==> config.mk <==
export PLATFORM = sky130hd
export DESIGN_NAME = rain_tip_debounce_counter_unit
export DESIGN_NICKNAME = d
export VERILOG_FILES = /design/src/sv/rtdc_pkg.sv /design/src/sv/rain_tip_debounce_counter_unit.sv
export SDC_FILE = /design/constraint.sdc
export NUM_CORES = 1
export LEC_CHECK = 0
export BUFFER_PORTS_ARGS = -buffer_cell sky130_fd_sc_hd__buf_4
export CAP_MARGIN = 20
export CORE_UTILIZATION = 30
export CTS_BUF_LIST = sky130_fd_sc_hd__clkbuf_4 sky130_fd_sc_hd__clkbuf_8
export DETAILED_ROUTE_END_ITERATION = 8
export SYNTH_ARGS = -nofsm -noshare
export SYNTH_HDL_FRONTEND = slang
export SYNTH_SLANG_ARGS = --single-unit
==> constraint.sdc <==
create_clock -name clk -period 9.21 [get_ports clk]
set_input_delay 0.4605 -clock clk [delete_from_list [all_inputs] [get_ports clk]]
set_output_delay 0.4605 -clock clk [all_outputs]
set_load 0.05 [all_outputs]
==> src/sv/rtdc_pkg.sv <==
// Shared types and constants for the rain tip debounce counter.
package rtdc_pkg;

    // Field and register widths.
    localparam int TIME_W   = 32;
    localparam int WIN_W    = 16;
    localparam int MINUTE_W = 16;
    localparam int COUNT_W  = 32;
    localparam int CFG_IDX_W  = 2;
    localparam int CFG_DATA_W = 32;

    // Configuration register indexes.
    typedef enum logic [CFG_IDX_W-1:0] {
        CFG_REPEAT_WINDOW = 2'd0,
        CFG_GLITCH_WINDOW = 2'd1,
        CFG_MINUTE_PERIOD = 2'd2,
        CFG_PIN_ENABLE    = 2'd3
    } cfg_index_t;

    // Register values after reset.
    localparam logic [WIN_W-1:0]  REPEAT_WINDOW_RST = 16'd500;
    localparam logic [WIN_W-1:0]  GLITCH_WINDOW_RST = 16'd10;
    localparam logic [TIME_W-1:0] MINUTE_PERIOD_RST = 32'd60000;

    // Saturation limits of the tip counters.
    localparam logic [MINUTE_W-1:0] MINUTE_SAT = '1;
    localparam logic [COUNT_W-1:0]  COUNT_SAT  = '1;

endpackage

==> src/sv/rain_tip_debounce_counter_unit.sv <==
// Rain tip debounce counter: millisecond tick in, tip and minute report out.
//
//  Channel | Direction | Signals                                      | Beat
//  --------+-----------+----------------------------------------------+-----------------------
//  in      | input     | in_valid/in_ready, pin_level, clear_day,     | one millisecond tick
//          |           | take_since                                   |
//  out     | output    | out_valid/out_ready, tip_confirmed,          | one report per tick
//          |           | tip_rejected, minute_valid, minute_tips,     |
//          |           | day_tips, since_tips                         |
//  cfg     | input     | cfg_wr_en, cfg_addr, cfg_wdata               | one register write
//
// A tick beat is held in the input register; its report is written to the output
// register when that register is free, and one beat is taken every cycle while
// the output is not stalled. The rate is set by the update of the timing and count
// state, which the next tick reads. Reset loads the register defaults and clears
// all counters and timers. When the output register holds an untaken beat, the
// input register holds its beat and in_ready drops until out_ready returns.
module rain_tip_debounce_counter_unit
    import rtdc_pkg::*;
(
    input  logic                  clk,
    input  logic                  rst_n,
    input  logic                  cfg_wr_en,
    input  logic [CFG_IDX_W-1:0]  cfg_addr,
    input  logic [CFG_DATA_W-1:0] cfg_wdata,
    input  logic                  in_valid,
    output logic                  in_ready,
    input  logic                  pin_level,
    input  logic                  clear_day,
    input  logic                  take_since,
    output logic                  out_valid,
    input  logic                  out_ready,
    output logic                  tip_confirmed,
    output logic                  tip_rejected,
    output logic                  minute_valid,
    output logic [MINUTE_W-1:0]   minute_tips,
    output logic [COUNT_W-1:0]    day_tips,
    output logic [COUNT_W-1:0]    since_tips
);

    // Configuration registers.
    logic [WIN_W-1:0]  repeat_window_reg;
    logic [WIN_W-1:0]  glitch_window_reg;
    logic [TIME_W-1:0] minute_period_reg;
    logic              pin_enabled_reg;

    // Input register.
    logic in_valid_reg;
    logic pin_level_reg;
    logic clear_day_reg;
    logic take_since_reg;

    // Tick state.
    logic [TIME_W-1:0]   now_ms_reg;
    logic                prev_level_reg;
    logic [TIME_W-1:0]   last_edge_ms_reg;
    logic [TIME_W-1:0]   pending_ms_reg;
    logic                pending_flag_reg;
    logic [TIME_W-1:0]   minute_start_ms_reg;
    logic [MINUTE_W-1:0] minute_count_reg;
    logic [COUNT_W-1:0]  day_count_reg;
    logic [COUNT_W-1:0]  since_count_reg;

    // Output register.
    logic                out_valid_reg;
    logic                tip_confirmed_reg;
    logic                tip_rejected_reg;
    logic                minute_valid_reg;
    logic [MINUTE_W-1:0] minute_tips_reg;
    logic [COUNT_W-1:0]  day_tips_reg;
    logic [COUNT_W-1:0]  since_tips_reg;

    // Next values of the tick state and the report.
    logic                pending_flag_next;
    logic [TIME_W-1:0]   minute_start_ms_next;
    logic [MINUTE_W-1:0] minute_count_next;
    logic [COUNT_W-1:0]  day_count_next;
    logic [COUNT_W-1:0]  since_count_next;
    logic [MINUTE_W-1:0] minute_tips_next;

    // Handshake and datapath intermediates.
    logic                out_free;
    logic                fire;
    logic [TIME_W-1:0]   since_edge;
    logic [TIME_W-1:0]   since_pending;
    logic [TIME_W-1:0]   since_minute;
    logic                falling_edge;
    logic                edge_taken;
    logic                do_check;
    logic                confirm;
    logic                reject;
    logic                minute_close;
    logic [MINUTE_W-1:0] minute_inc;
    logic [COUNT_W-1:0]  day_inc;
    logic [COUNT_W-1:0]  since_inc;

    // The output register frees up when it is empty or being taken.
    assign out_free = !out_valid_reg || out_ready;
    assign fire     = in_valid_reg && out_free;
    assign in_ready = !in_valid_reg || fire;

    // Configuration writes.
    always_ff @(posedge clk or negedge rst_n)
    begin
        if (!rst_n)
        begin
            repeat_window_reg <= REPEAT_WINDOW_RST;
            glitch_window_reg <= GLITCH_WINDOW_RST;
            minute_period_reg <= MINUTE_PERIOD_RST;
            pin_enabled_reg   <= 1'b1;
        end
        else if (cfg_wr_en)
        begin
            unique case (cfg_index_t'(cfg_addr))
                CFG_REPEAT_WINDOW: repeat_window_reg <= cfg_wdata[WIN_W-1:0];
                CFG_GLITCH_WINDOW: glitch_window_reg <= cfg_wdata[WIN_W-1:0];
                CFG_MINUTE_PERIOD: minute_period_reg <= cfg_wdata[TIME_W-1:0];
                CFG_PIN_ENABLE:    pin_enabled_reg   <= cfg_wdata[0];
            endcase
        end
    end

    // Input register: takes a beat whenever it is empty or being drained.
    always_ff @(posedge clk or negedge rst_n)
    begin
        if (!rst_n)
        begin
            in_valid_reg <= 1'b0;
        end
        else if (in_ready)
        begin
            in_valid_reg <= in_valid;
        end
    end

    always_ff @(posedge clk)
    begin
        if (in_valid && in_ready)
        begin
            pin_level_reg  <= pin_level;
            clear_day_reg  <= clear_day;
            take_since_reg <= take_since;
        end
    end

    // Elapsed times, all modulo 2^32.
    assign since_edge    = now_ms_reg - last_edge_ms_reg;
    assign since_pending = now_ms_reg - pending_ms_reg;
    assign since_minute  = now_ms_reg - minute_start_ms_reg;

    // Edge detection and the glitch check. A candidate taken this tick has
    // zero elapsed time, so it is checked at once only with a zero window.
    always_comb
    begin
        falling_edge = pin_enabled_reg && prev_level_reg && !pin_level_reg;
        edge_taken   = falling_edge &&
                       (since_edge >= {{(TIME_W-WIN_W){1'b0}}, repeat_window_reg});
        if (edge_taken)
        begin
            do_check = (glitch_window_reg == '0);
        end
        else
        begin
            do_check = pin_enabled_reg && pending_flag_reg &&
                       (since_pending >= {{(TIME_W-WIN_W){1'b0}}, glitch_window_reg});
        end
        confirm = do_check && !pin_level_reg;
        reject  = do_check && pin_level_reg;
        pending_flag_next = do_check ? 1'b0 : (edge_taken || pending_flag_reg);
    end

    // Saturating counts, the minute close and the clear requests.
    always_comb
    begin
        minute_inc = minute_count_reg;
        day_inc    = day_count_reg;
        since_inc  = since_count_reg;
        if (confirm)
        begin
            if (minute_count_reg != MINUTE_SAT)
            begin
                minute_inc = minute_count_reg + 1'b1;
            end
            if (day_count_reg != COUNT_SAT)
            begin
                day_inc = day_count_reg + 1'b1;
            end
            if (since_count_reg != COUNT_SAT)
            begin
                since_inc = since_count_reg + 1'b1;
            end
        end

        minute_close = (since_minute >= minute_period_reg);
        if (minute_close)
        begin
            minute_start_ms_next = minute_start_ms_reg + minute_period_reg;
            minute_tips_next     = minute_inc;
            minute_count_next    = '0;
        end
        else
        begin
            minute_start_ms_next = minute_start_ms_reg;
            minute_tips_next     = '0;
            minute_count_next    = minute_inc;
        end

        day_count_next   = clear_day_reg  ? '0 : day_inc;
        since_count_next = take_since_reg ? '0 : since_inc;
    end

    // Tick state update, one tick per processed beat.
    always_ff @(posedge clk or negedge rst_n)
    begin
        if (!rst_n)
        begin
            now_ms_reg          <= '0;
            prev_level_reg      <= 1'b1;
            last_edge_ms_reg    <= '0;
            pending_ms_reg      <= '0;
            pending_flag_reg    <= 1'b0;
            minute_start_ms_reg <= '0;
            minute_count_reg    <= '0;
            day_count_reg       <= '0;
            since_count_reg     <= '0;
        end
        else if (fire)
        begin
            now_ms_reg     <= now_ms_reg + 1'b1;
            prev_level_reg <= pin_level_reg;
            if (edge_taken)
            begin
                last_edge_ms_reg <= now_ms_reg;
                pending_ms_reg   <= now_ms_reg;
            end
            pending_flag_reg    <= pending_flag_next;
            minute_start_ms_reg <= minute_start_ms_next;
            minute_count_reg    <= minute_count_next;
            day_count_reg       <= day_count_next;
            since_count_reg     <= since_count_next;
        end
    end

    // Output register valid.
    always_ff @(posedge clk or negedge rst_n)
    begin
        if (!rst_n)
        begin
            out_valid_reg <= 1'b0;
        end
        else if (out_free)
        begin
            out_valid_reg <= in_valid_reg;
        end
    end

    // Output register payload.
    always_ff @(posedge clk)
    begin
        if (fire)
        begin
            tip_confirmed_reg <= confirm;
            tip_rejected_reg  <= reject;
            minute_valid_reg  <= minute_close;
            minute_tips_reg   <= minute_tips_next;
            day_tips_reg      <= day_inc;
            since_tips_reg    <= since_inc;
        end
    end

    assign out_valid     = out_valid_reg;
    assign tip_confirmed = tip_confirmed_reg;
    assign tip_rejected  = tip_rejected_reg;
    assign minute_valid  = minute_valid_reg;
    assign minute_tips   = minute_tips_reg;
    assign day_tips      = day_tips_reg;
    assign since_tips    = since_tips_reg;

`ifndef ASSERT_OFF
    // A checked candidate is gone after the tick.
    a_check_clears_pending: assert property (@(posedge clk) disable iff (!rst_n)
        fire && do_check |=> !pending_flag_reg)
        else $error("pending candidate survived its check");

    // A processed tick always leaves a report in the output register.
    a_fire_fills_output: assert property (@(posedge clk) disable iff (!rst_n)
        fire |=> out_valid_reg)
        else $error("processed tick left no report");

    // A report never both confirms and rejects.
    a_confirm_reject_exclusive: assert property (@(posedge clk) disable iff (!rst_n)
        out_valid_reg |-> !(tip_confirmed_reg && tip_rejected_reg))
        else $error("tip confirmed and rejected in one report");

    // Minute tips are zero unless a minute closed.
    a_minute_tips_zero: assert property (@(posedge clk) disable iff (!rst_n)
        out_valid_reg && !minute_valid_reg |-> minute_tips_reg == '0)
        else $error("minute tips reported without a minute close");
`endif

endmodule

==> results of run 1 <==
cells by family after synthesis:
family                   after synthesis
multiplexers                          60
flip-flops                           331
AND/OR/NAND/NOR                      646
XOR/XNOR                             175
adder cells (fa/ha/maj)              164
buffers and inverters                244
AO/OA/AOI/OAI                        540
Yosys cell counts, types with 5 or more instances:
master / number / area share [%]
o211ai_1: 7 / 0.25
mux2_2: 56 / 3.1
o21a_1: 19 / 0.69
xor2_1: 36 / 1.5
inv_1: 176 / 3.2
nor2_1: 122 / 2.2
ha_1: 161 / 9.8
a41oi_1: 12 / 0.51
a21oi_1: 101 / 2.5
nor3_1: 43 / 1.0
edfxtp_1: 86 / 13
a31o_2: 5 / 0.21
nand2_1: 234 / 4.3
nor4_1: 13 / 0.39
clkbuf_1: 45 / 0.82
nand3_1: 53 / 1.3
or2_2: 7 / 0.21
a31oi_1: 40 / 1.2
dfstp_2: 17 / 2.2
o21ai_0: 164 / 4.0
nand2b_1: 22 / 0.67
o311ai_0: 13 / 0.55
or4_1: 16 / 0.58
o41ai_1: 12 / 0.51
and2_1: 16 / 0.49
o21bai_1: 11 / 0.40
nor2b_1: 14 / 0.42
dfrtp_1: 228 / 28
a211oi_1: 9 / 0.33
xnor2_1: 139 / 5.9
a21o_1: 43 / 1.6
or3_1: 13 / 0.39
and3_1: 32 / 0.97
buf_4: 5 / 0.18
o31ai_1: 42 / 1.5
nand3b_1: 6 / 0.22
nand4_1: 35 / 1.1
buf_2: 8 / 0.19
critical path: cells and delay by family, from the launching register on:
family	cells	cell delay, ns
xor gates and xnor gates	2	0.30
buffers and inverters	4	1.06
and+or+nand+nor	5	0.90
AOI/OAI and AO/OA	14	4.08
adders and majority gates	3	0.82
DFF	1	0.43
final cells by class:
class                   count  area [um2]  share of cell area, %
repair buffers            181        1510                   6.20
multi-input cells        1585       10900                   45.0
well taps                 873        1090                   4.49
clock buffers             101        1210                   5.00
flip-flops and latches    331        8730                   35.9
diodes                      1        2.50                 0.0103
clock inverters            11         141                  0.582
inverters                 178         671                   2.76
per-stage QoR:
stage	utilization, %	total power [mW]	instances
3_5_place_dp	33.3	5.38	3111
3_3_place_gp	33.3	5.28	3111
4_1_cts	35.8	7.01	3256
2_1_floorplan	-	4.54	2160
6_report	35.9	6.97	3261
5_1_grt	35.9	7.56	3261
per-layer routing:
layer | global-route usage, % | wire length (um) | share of wire (%) | vias up
met2 | 25.5 | 25200 | 48 | 376
li1 | - | - | - | 8150
met5 | 0 | 0 | 0 | -
met4 | 4.26 | 1070 | 2.0 | 0
met3 | 2.48 | 2420 | 4.6 | 80
met1 | 19.8 | 24200 | 46 | 7971
final timing paths:
path	to	slack, ns	cells after the start
setup / recovery	minute_start_ms_reg[31]$_DFFE_PN0P_	1.56	28
hold / removal	repeat_window_reg[1]$_DFFE_PN0P_	0.05	3
setup reg to reg	minute_start_ms_reg[31]$_DFFE_PN0P_	1.56	28
hold reg to reg	since_count_reg[11]$_DFFE_PN0P_	0.49	1
max in group asynchronous	since_count_reg[23]$_DFFE_PN0P_	7.27	3
min in group asynchronous	minute_period_reg[10]$_DFFE_PN0P_	0.45	2
power groups by stage:
stage               registers (mW)  clock network, mW  logic [mW]
floorplan                     2.09                  0        2.44
global placement              2.02                  0        3.25
detailed placement            2.03                  0        3.35
CTS                           2.01               1.60        3.40
global route                  2.04               1.67        3.85
finish                        2.01               1.55        3.41
what timing repair did:
item	in CTS	in global routing
gates resized for setup	0	0
endpoints found under the hold margin	145	0
hold buffers	33	0
==> results.json, run 1 <==
{
  "vias": 16600,
  "first_global_vias": 16500,
  "synth-seq-cells": 331,
  "maxCapViolCount": 0,
  "design_area_um2": 24300,
  "p_comb_share_pct": 49.0,
  "cp_max_fo": 25,
  "avgViaCountPerCell": 5.08,
  "clock_sinks": 331,
  "critPathLaunch": "now_ms_reg[0]$_DFFE_PN0P_",
  "design.core.area_um2": 67600,
  "clk_latency_ns": 0.72,
  "dp_hpwl_mm": 38.0,
  "die_area_um2": 69800,
  "grt_pass1_wl_mm": 86.5,
  "holdWs_ns": 0.0466,
  "clk_pin_slew_worst_paths_ns": 0.06,
  "clockPowerShare_pct": 22.3,
  "p_int_mw": 4.10,
  "syn_nets": 2366,
  "synth_top_family_by_area": "compound AO/OA/AOI/OAI gates",
  "cellPowerDensity_nw_per_um2": 287,
  "synthAdderAreaFrac_pct": 10.1,
  "layout_commonest_cell": "nand2_1",
  "yosys.area_share.simple_pct": 15.2,
  "num-fill-cells": 6711,
  "drv_slew": 0,
  "numPortBuffers": 126,
  "power_switching_share_pct": 41.2,
  "wl_mm": 52.9,
  "vdd_drop_max_uv": 146,
  "worstMarginPinSlew_ns": 1.06,
  "cp.arrival_ns": 8.22,
  "drtIter0Drc": 1010,
  "max_clock_freq_ghz": 0.131,
  "rsz0062_at_grt": "false",
  "path_class": "reg -> reg",
  "r2r-start": "now_ms_reg[0]$_DFFE_PN0P_",
  "synthCells": 2160,
  "initial_core_util_pct": 30.5,
  "setup-tns-final_ns": 0,
  "cp_slowest_cell": "o21a_1",
  "end_kind": "flip-flop",
  "skew_ns": 0.0835,
  "area_growth_pct": 17.9,
  "seq_area_frac_synth_pct": 42.4,
  "antenna_found_initial": 1,
  "power_frac_seq_pct": 28.8,
  "place_area_um2": 22500,
  "syn_area_per_cell_um2": 9.55,
  "period_share_pct": 83.1,
  "hold_class": "in -> reg",
  "crit_top_cell": "a21oi_1",
  "cts_buffer_depth": 3,
  "h-tree-depth": 2,
  "synthMuxAreaShare_pct": 3.25,
  "cts_tree": "built",
  "grt_max_degree": 121,
  "numCtsBuffers": 60,
  "mostFrequentLayoutCells": "233 x nand2_1, 228 x dfrtp_1, 175 x inv_1",
  "yosysUniqueCellTypes": 94,
  "worstPathRequired_ns": 9.78,
  "synth_edf_count": 86,
  "root_buffer": "clkbuf_8",
  "crit_path_max_incr_delay_ns": 0.74,
  "holdCritStartpoint": "cfg_wdata[1]",
  "p_switching_mw": 2.87,
  "setup_slack_ns": 1.56,
  "synthFlopType": "dfrtp_1",
  "gp_congestion": 0.893,
  "yosysWarnings": 0,
  "async_flop_share_pct": 74.0,
  "fp.dieH_um": 264,
  "setup.worst_path.start_class": "flip-flop",
  "pre_cts_slack_ns": 1.56,
  "die_w_um": 264,
  "period_minus_slack_ns": 7.65,
  "relSlewSlack_pct": 29.2,
  "synth_compound_area_share_pct": 17.0,
  "cts_setup_buffers": 0,
  "netlist_area_um2": 20600,
  "postRouteAntennaNets": 0,
  "routedWlPerCell_um": 16.2,
  "setup_viol": 0,
  "synth_xor_area_share_pct": 7.43,
  "p_leak_nw": 10.7,
  "grt_use_total_pct": 15.1,
  "rows": 95,
  "first_pass_iters": 5,
  "hold_viol": 0,
  "io_pins": 127,
  "drc": 0,
  "grt.overflow.total": 0,
  "nets": 2543,
  "layout-drive-gt1-share_pct": 15.7,
  "outcome": "complete, no violations"
}
Note: power is estimated with default switching activity, not from simulation.
==> inputs of run 2 (changes only) <==
==> constraint.sdc (replaced) <==
create_clock -name clk -period 7 [get_ports clk]
set_input_delay 0.35 -clock clk [delete_from_list [all_inputs] [get_ports clk]]
set_output_delay 0.35 -clock clk [all_outputs]
set_load 0.05 [all_outputs]
==> results.json, run 2 (synthesized netlist as in run 1, its figures left out) <==
{
  "clk_pin_slew_worst_paths_ns": 0.06,
  "fp.dieH_um": 264,
  "endpoint": "minute_start_ms_reg[31]$_DFFE_PN0P_",
  "clock_sinks": 331,
  "end_kind": "flip-flop",
  "postRouteAntennaNets": 0,
  "grt.overflow.total": 0,
  "period_share_pct": 95.2,
  "r2r-end": "minute_start_ms_reg[31]$_DFFE_PN0P_",
  "drc": 0,
  "reg2reg_depth": 29,
  "root_buffer": "clkbuf_8",
  "period_minus_slack_ns": 6.66,
  "layout-drive-gt1-share_pct": 15.6,
  "layout_commonest_cell": "nand2_1",
  "critPathLaunch": "now_ms_reg[0]$_DFFE_PN0P_",
  "setup_slack_ns": 0.336,
  "max_clock_freq_ghz": 0.150,
  "cts_setup_buffers": 0,
  "setup-tns-final_ns": 0,
  "design_area_um2": 24300,
  "rsz0062_at_grt": "false",
  "gp_congestion": 0.838,
  "drtIter0Drc": 1082,
  "die_w_um": 264,
  "crit_top_cell": "a21oi_1",
  "dp_hpwl_mm": 37.8,
  "worstPathRequired_ns": 7.53,
  "cellPowerDensity_nw_per_um2": 374,
  "grt_pass1_wl_mm": 85.8,
  "worstMarginPinSlew_ns": 1.05,
  "reg2reg_setup_slack_ns": 0.34,
  "design.core.area_um2": 67600,
  "cts_tree": "built",
  "die_area_um2": 69800,
  "first_global_vias": 16700,
  "outcome": "complete, no violations",
  "antenna_found_initial": 1,
  "cp_max_fo": 24,
  "mostFrequentLayoutCells": "233 x nand2_1, 228 x dfrtp_1, 175 x inv_1",
  "vdd_drop_max_uv": 167,
  "drv_slew": 0,
  "grt_max_degree": 93,
  "maxCapViolCount": 0,
  "wl_mm": 52.5,
  "routedWlPerCell_um": 16.1,
  "setup_viol": 0,
  "hold_viol": 0,
  "pre_cts_slack_ns": 0.390,
  "skew_ns": 0.0257,
  "cp.arrival_ns": 7.20,
  "r2r-start": "now_ms_reg[0]$_DFFE_PN0P_",
  "setup.worst_path.start_class": "flip-flop",
  "rows": 95,
  "h-tree-depth": 2,
  "area_growth_pct": 17.8,
  "crit_path_max_incr_delay_ns": 0.44,
  "numCtsBuffers": 58,
  "initial_core_util_pct": 30.5,
  "p_leak_nw": 10.6,
  "numPortBuffers": 126,
  "nets": 2549,
  "clk_latency_ns": 0.67,
  "vias": 16800,
  "io_pins": 127,
  "hold_class": "in -> reg",
  "relSlewSlack_pct": 29.5,
  "place_area_um2": 22600,
  "grt_use_total_pct": 14.9,
  "first_pass_iters": 5,
  "path_class": "reg -> reg",
  "cp_slowest_cell": "or4_1",
  "cts_buffer_depth": 3,
  "avgViaCountPerCell": 5.16
}
-- run 2: changes by cell type in the layout (fill, tap and decap cells not counted), sizes merged --
cell,change
buf,+2
bufinv,+2
clkinvlp,+2
clkbuf,-13
clkinv,+7
dlygate4sd3,+6
inv,-2
-- run 2: power by group --
part	total (mW)	switching (mW)	internal, mW
Combinational	4.47	2.60	1.86
Clock	1.96	0.848	1.11
Sequential	2.64	0.271	2.37
Total	9.07	3.72	5.35
-- run 2: critical path, delay by kind of cell, from the launching register on --
kind	cells	cell delay, ns
AOI/OAI and AO/OA	14	3.11
xor gates and xnor gates	2	0.30
adders and majority gates	3	0.84
buffers and inverters	5	0.95
DFF	1	0.42
and+or+nand+nor	5	0.91
-- run 2: worst min path at each step --
stage | slack (ns) | start | end | depth (start not counted)
after floorplan | 0.05 | rst_n | day_count_reg[0]$_DFFE_PN0P_ | 0
after global placement | 0.42 | rst_n | minute_period_reg[3]$_DFFE_PN0P_ | 1
after detailed placement | 0.42 | rst_n | minute_period_reg[4]$_DFFE_PN0P_ | 1
after CTS | 0.02 | cfg_addr[0] | pin_enabled_reg$_DFFE_PN1P_ | 3
after global routing | 0.05 | cfg_addr[0] | pin_enabled_reg$_DFFE_PN1P_ | 3
final | 0.06 | cfg_addr[0] | pin_enabled_reg$_DFFE_PN1P_ | 3
-- run 2: timing repair --
action	4_1_cts	5_1_grt
gates resized for setup	0	4
hold buffers	39	0
setup endpoints to repair	0	5
hold endpoints to repair	149	0
-- run 2: routing by layer --
metal / global-route usage (%) / up-vias / share of wire [%]
li1: - / 8144 / -
met1: 19.7 / 8162 / 47
met2: 24.7 / 440 / 47
met3: 2.34 / 97 / 4.3
met4: 5.01 / 0 / 2.5
met5: 0 / - / 0
-- run 2: stage by stage --
step / utilization [%] / hold WS, ns / total power [mW] / instances
2_1_floorplan: - / 0.0544 / 5.97 / 2160
3_3_place_gp: 33.4 / 0.417 / 6.92 / 3115
3_5_place_dp: 33.4 / 0.419 / 7.07 / 3115
6_report: 35.9 / 0.0623 / 9.07 / 3265
4_1_cts: 35.8 / 0.0220 / 9.12 / 3262
5_1_grt: 35.9 / 0.0547 / 9.84 / 3265
-- run 2: layout make-up --
type                            count  area [um2]
Fill cell                        6756       43300
Multi-Input combinational cell   1585       11000
Sequential cell                   331        8730
Timing Repair Buffer              189        1560
Tap cell                          873        1090
Clock buffer                       88        1050
Inverter                          178         674
Clock inverter                     20         215
Antenna cell                        1        2.50
==> inputs of run 3 (changes only) <==
--- a/config.mk
+++ b/config.mk
@@ -7,9 +7,10 @@
 export LEC_CHECK = 0
 export BUFFER_PORTS_ARGS = -buffer_cell sky130_fd_sc_hd__buf_4
 export CAP_MARGIN = 20
-export CORE_UTILIZATION = 30
+export CORE_UTILIZATION = 49
 export CTS_BUF_LIST = sky130_fd_sc_hd__clkbuf_4 sky130_fd_sc_hd__clkbuf_8
 export DETAILED_ROUTE_END_ITERATION = 8
+export PLACE_DENSITY = 0.69
 export SYNTH_ARGS = -nofsm -noshare
 export SYNTH_HDL_FRONTEND = slang
 export SYNTH_SLANG_ARGS = --single-unit
==> results.json, run 3 (synthesized netlist as in run 1, its figures left out) <==
{
  "outcome": "complete, no violations",
  "cts_tree": "built",
  "numPortBuffers": 126,
  "clk_latency_ns": 0.68,
  "power_switching_share_pct": 40.8,
  "num-fill-cells": 3515,
  "maxCapViolCount": 0,
  "final_util_pct": 58.2,
  "gp_congestion": 0.885,
  "period_share_pct": 93.7,
  "final_cells": 2923,
  "whs_path_depth": 3,
  "cts_setup_buffers": 0,
  "die_w_um": 207,
  "die_area_um2": 42900,
  "root_buffer": "clkbuf_8",
  "io_pins": 127,
  "reg2reg_depth": 27,
  "layout-drive-gt1-share_pct": 15.5,
  "setup-tns-final_ns": 0,
  "vias": 16600,
  "first_global_vias": 16300,
  "fp.dieH_um": 207,
  "setup_viol": 0,
  "drc": 0,
  "end_kind": "flip-flop",
  "postRouteAntennaNets": 0,
  "skew_ns": 0.0338,
  "nets": 2548,
  "first_pass_iters": 5,
  "worstPathRequired_ns": 7.55,
  "cp.arrival_ns": 7.11,
  "power_frac_seq_pct": 28.9,
  "design.core.area_um2": 41200,
  "cellPowerDensity_nw_per_um2": 380,
  "cp_max_fo": 20,
  "wl_mm": 48.7,
  "mostFrequentLayoutCells": "232 x nand2_1, 228 x dfrtp_1, 175 x inv_1",
  "period_minus_slack_ns": 6.56,
  "hold_class": "in -> reg",
  "p_int_mw": 5.39,
  "h-tree-depth": 2,
  "p_switching_mw": 3.71,
  "p_comb_share_pct": 48.9,
  "grt_pass1_wl_mm": 81.8,
  "p_leak_nw": 10.7,
  "area_growth_pct": 16.2,
  "grt.overflow.total": 0,
  "max_clock_freq_ghz": 0.152,
  "drv_slew": 0,
  "drtIter0Drc": 1030,
  "cts_buffer_depth": 3,
  "initial_core_util_pct": 50.1,
  "rows": 74,
  "num_antenna_cells": 0,
  "worstMarginPinSlew_ns": 1.03,
  "relSlewSlack_pct": 31.3,
  "clock_sinks": 331,
  "layout_commonest_cell": "nand2_1",
  "numCtsBuffers": 58,
  "holdWs_ns": 0.0771,
  "clockPowerShare_pct": 22.1,
  "hold_viol": 0,
  "clk_pin_slew_worst_paths_ns": 0.06,
  "path_class": "reg -> reg",
  "power_mw": 9.10,
  "grt_max_degree": 101,
  "vdd_drop_max_uv": 204,
  "avgViaCountPerCell": 5.66,
  "rsz0062_at_grt": "false",
  "dp_cells": 2772,
  "routedWlPerCell_um": 16.7,
  "setup.worst_path.start_class": "flip-flop",
  "grt_use_total_pct": 23.0,
  "dp_hpwl_mm": 34.5,
  "antenna_found_initial": 0
}
## run 3: final cells by class
class                      count  area [um2]  share of cell area (%)
tap                          532         666                    2.78
sequential                   331        8730                    36.5
clock buffer                  86        1100                    4.57
clock inverter                23         240                    1.00
inverter                     178         671                    2.80
multi-input combinational   1585       11000                    45.7
timing repair buffer         188        1590                    6.65
## run 3: worst paths after layout
kind / from / slack (ns) / endpoint
min in group asynchronous: rst_n / 0.35 / glitch_window_reg[2]$_DFFE_PN0P_
setup / recovery: now_ms_reg[0]$_DFFE_PN0P_ / 0.44 / minute_start_ms_reg[12]$_DFFE_PN0P_
hold reg to reg: since_count_reg[11]$_DFFE_PN0P_ / 0.48 / since_count_reg[11]$_DFFE_PN0P_
max in group asynchronous: rst_n / 5.21 / minute_start_ms_reg[4]$_DFFE_PN0P_
setup reg to reg: now_ms_reg[0]$_DFFE_PN0P_ / 0.44 / minute_start_ms_reg[12]$_DFFE_PN0P_
hold / removal: cfg_addr[0] / 0.08 / pin_enabled_reg$_DFFE_PN1P_
## run 3: power by group through the flow
| stage | clock network (mW) | logic, mW | registers (mW) |
|---|---|---|---|
| after detailed placement | 0 | 4.36 | 2.67 |
| final | 2.01 | 4.45 | 2.63 |
| after global routing | 2.14 | 5.03 | 2.68 |
| after global placement | 0 | 4.23 | 2.65 |
| after floorplan | 0 | 3.21 | 2.76 |
| after CTS | 2.06 | 4.41 | 2.63 |
## run 3: per-stage QoR
step	cell area (um2)	worst slack, ns
2_1_floorplan	20600	1.24
3_3_place_gp	22100	0.522
3_5_place_dp	22100	0.345
4_1_cts	23900	0.300
5_1_grt	24000	0.0212
6_report	24000	0.439
## run 3: routing by layer
layer  part of all wire [%]  vias to the layer above  GRT usage [%]  routed length, um
li1                       -                     8147              -                  -
met1                     47                     7915           31.2              22800
met2                     46                      409           38.2              22400
met3                    4.7                       79           3.23               2290
met4                    2.4                        0           6.85               1180
met5                      0                        -              0                  0
## run 3: critical path, cell delays in order, from the launching register on
cell	delay, ns
dfrtp_1	0.42
inv_1	0.14
ha_1	0.16
inv_1	0.06
fa_1	0.40
a21o_1	0.17
a21oi_1	0.28
o21ai_0	0.22
a41oi_2	0.28
nor3_1	0.10
o311a_1	0.35
o41ai_1	0.24
buf_4	0.18
o21ai_0	0.22
o211ai_1	0.24
nand3_1	0.11
or4_1	0.44
a31o_2	0.25
a21oi_1	0.17
xnor2_1	0.10
ha_1	0.30
nand4_1	0.09
or2_2	0.30
o21a_1	0.24
clkinv_1	0.21
nand2_2	0.18
buf_12	0.24
o41ai_1	0.35
## run 3: repair_timing
action | 4_1_cts | 5_1_grt
setup endpoints to repair | 0 | 31
gates resized for setup | 0 | 3
hold buffers | 39 | 0
hold endpoints to repair | 152 | 0
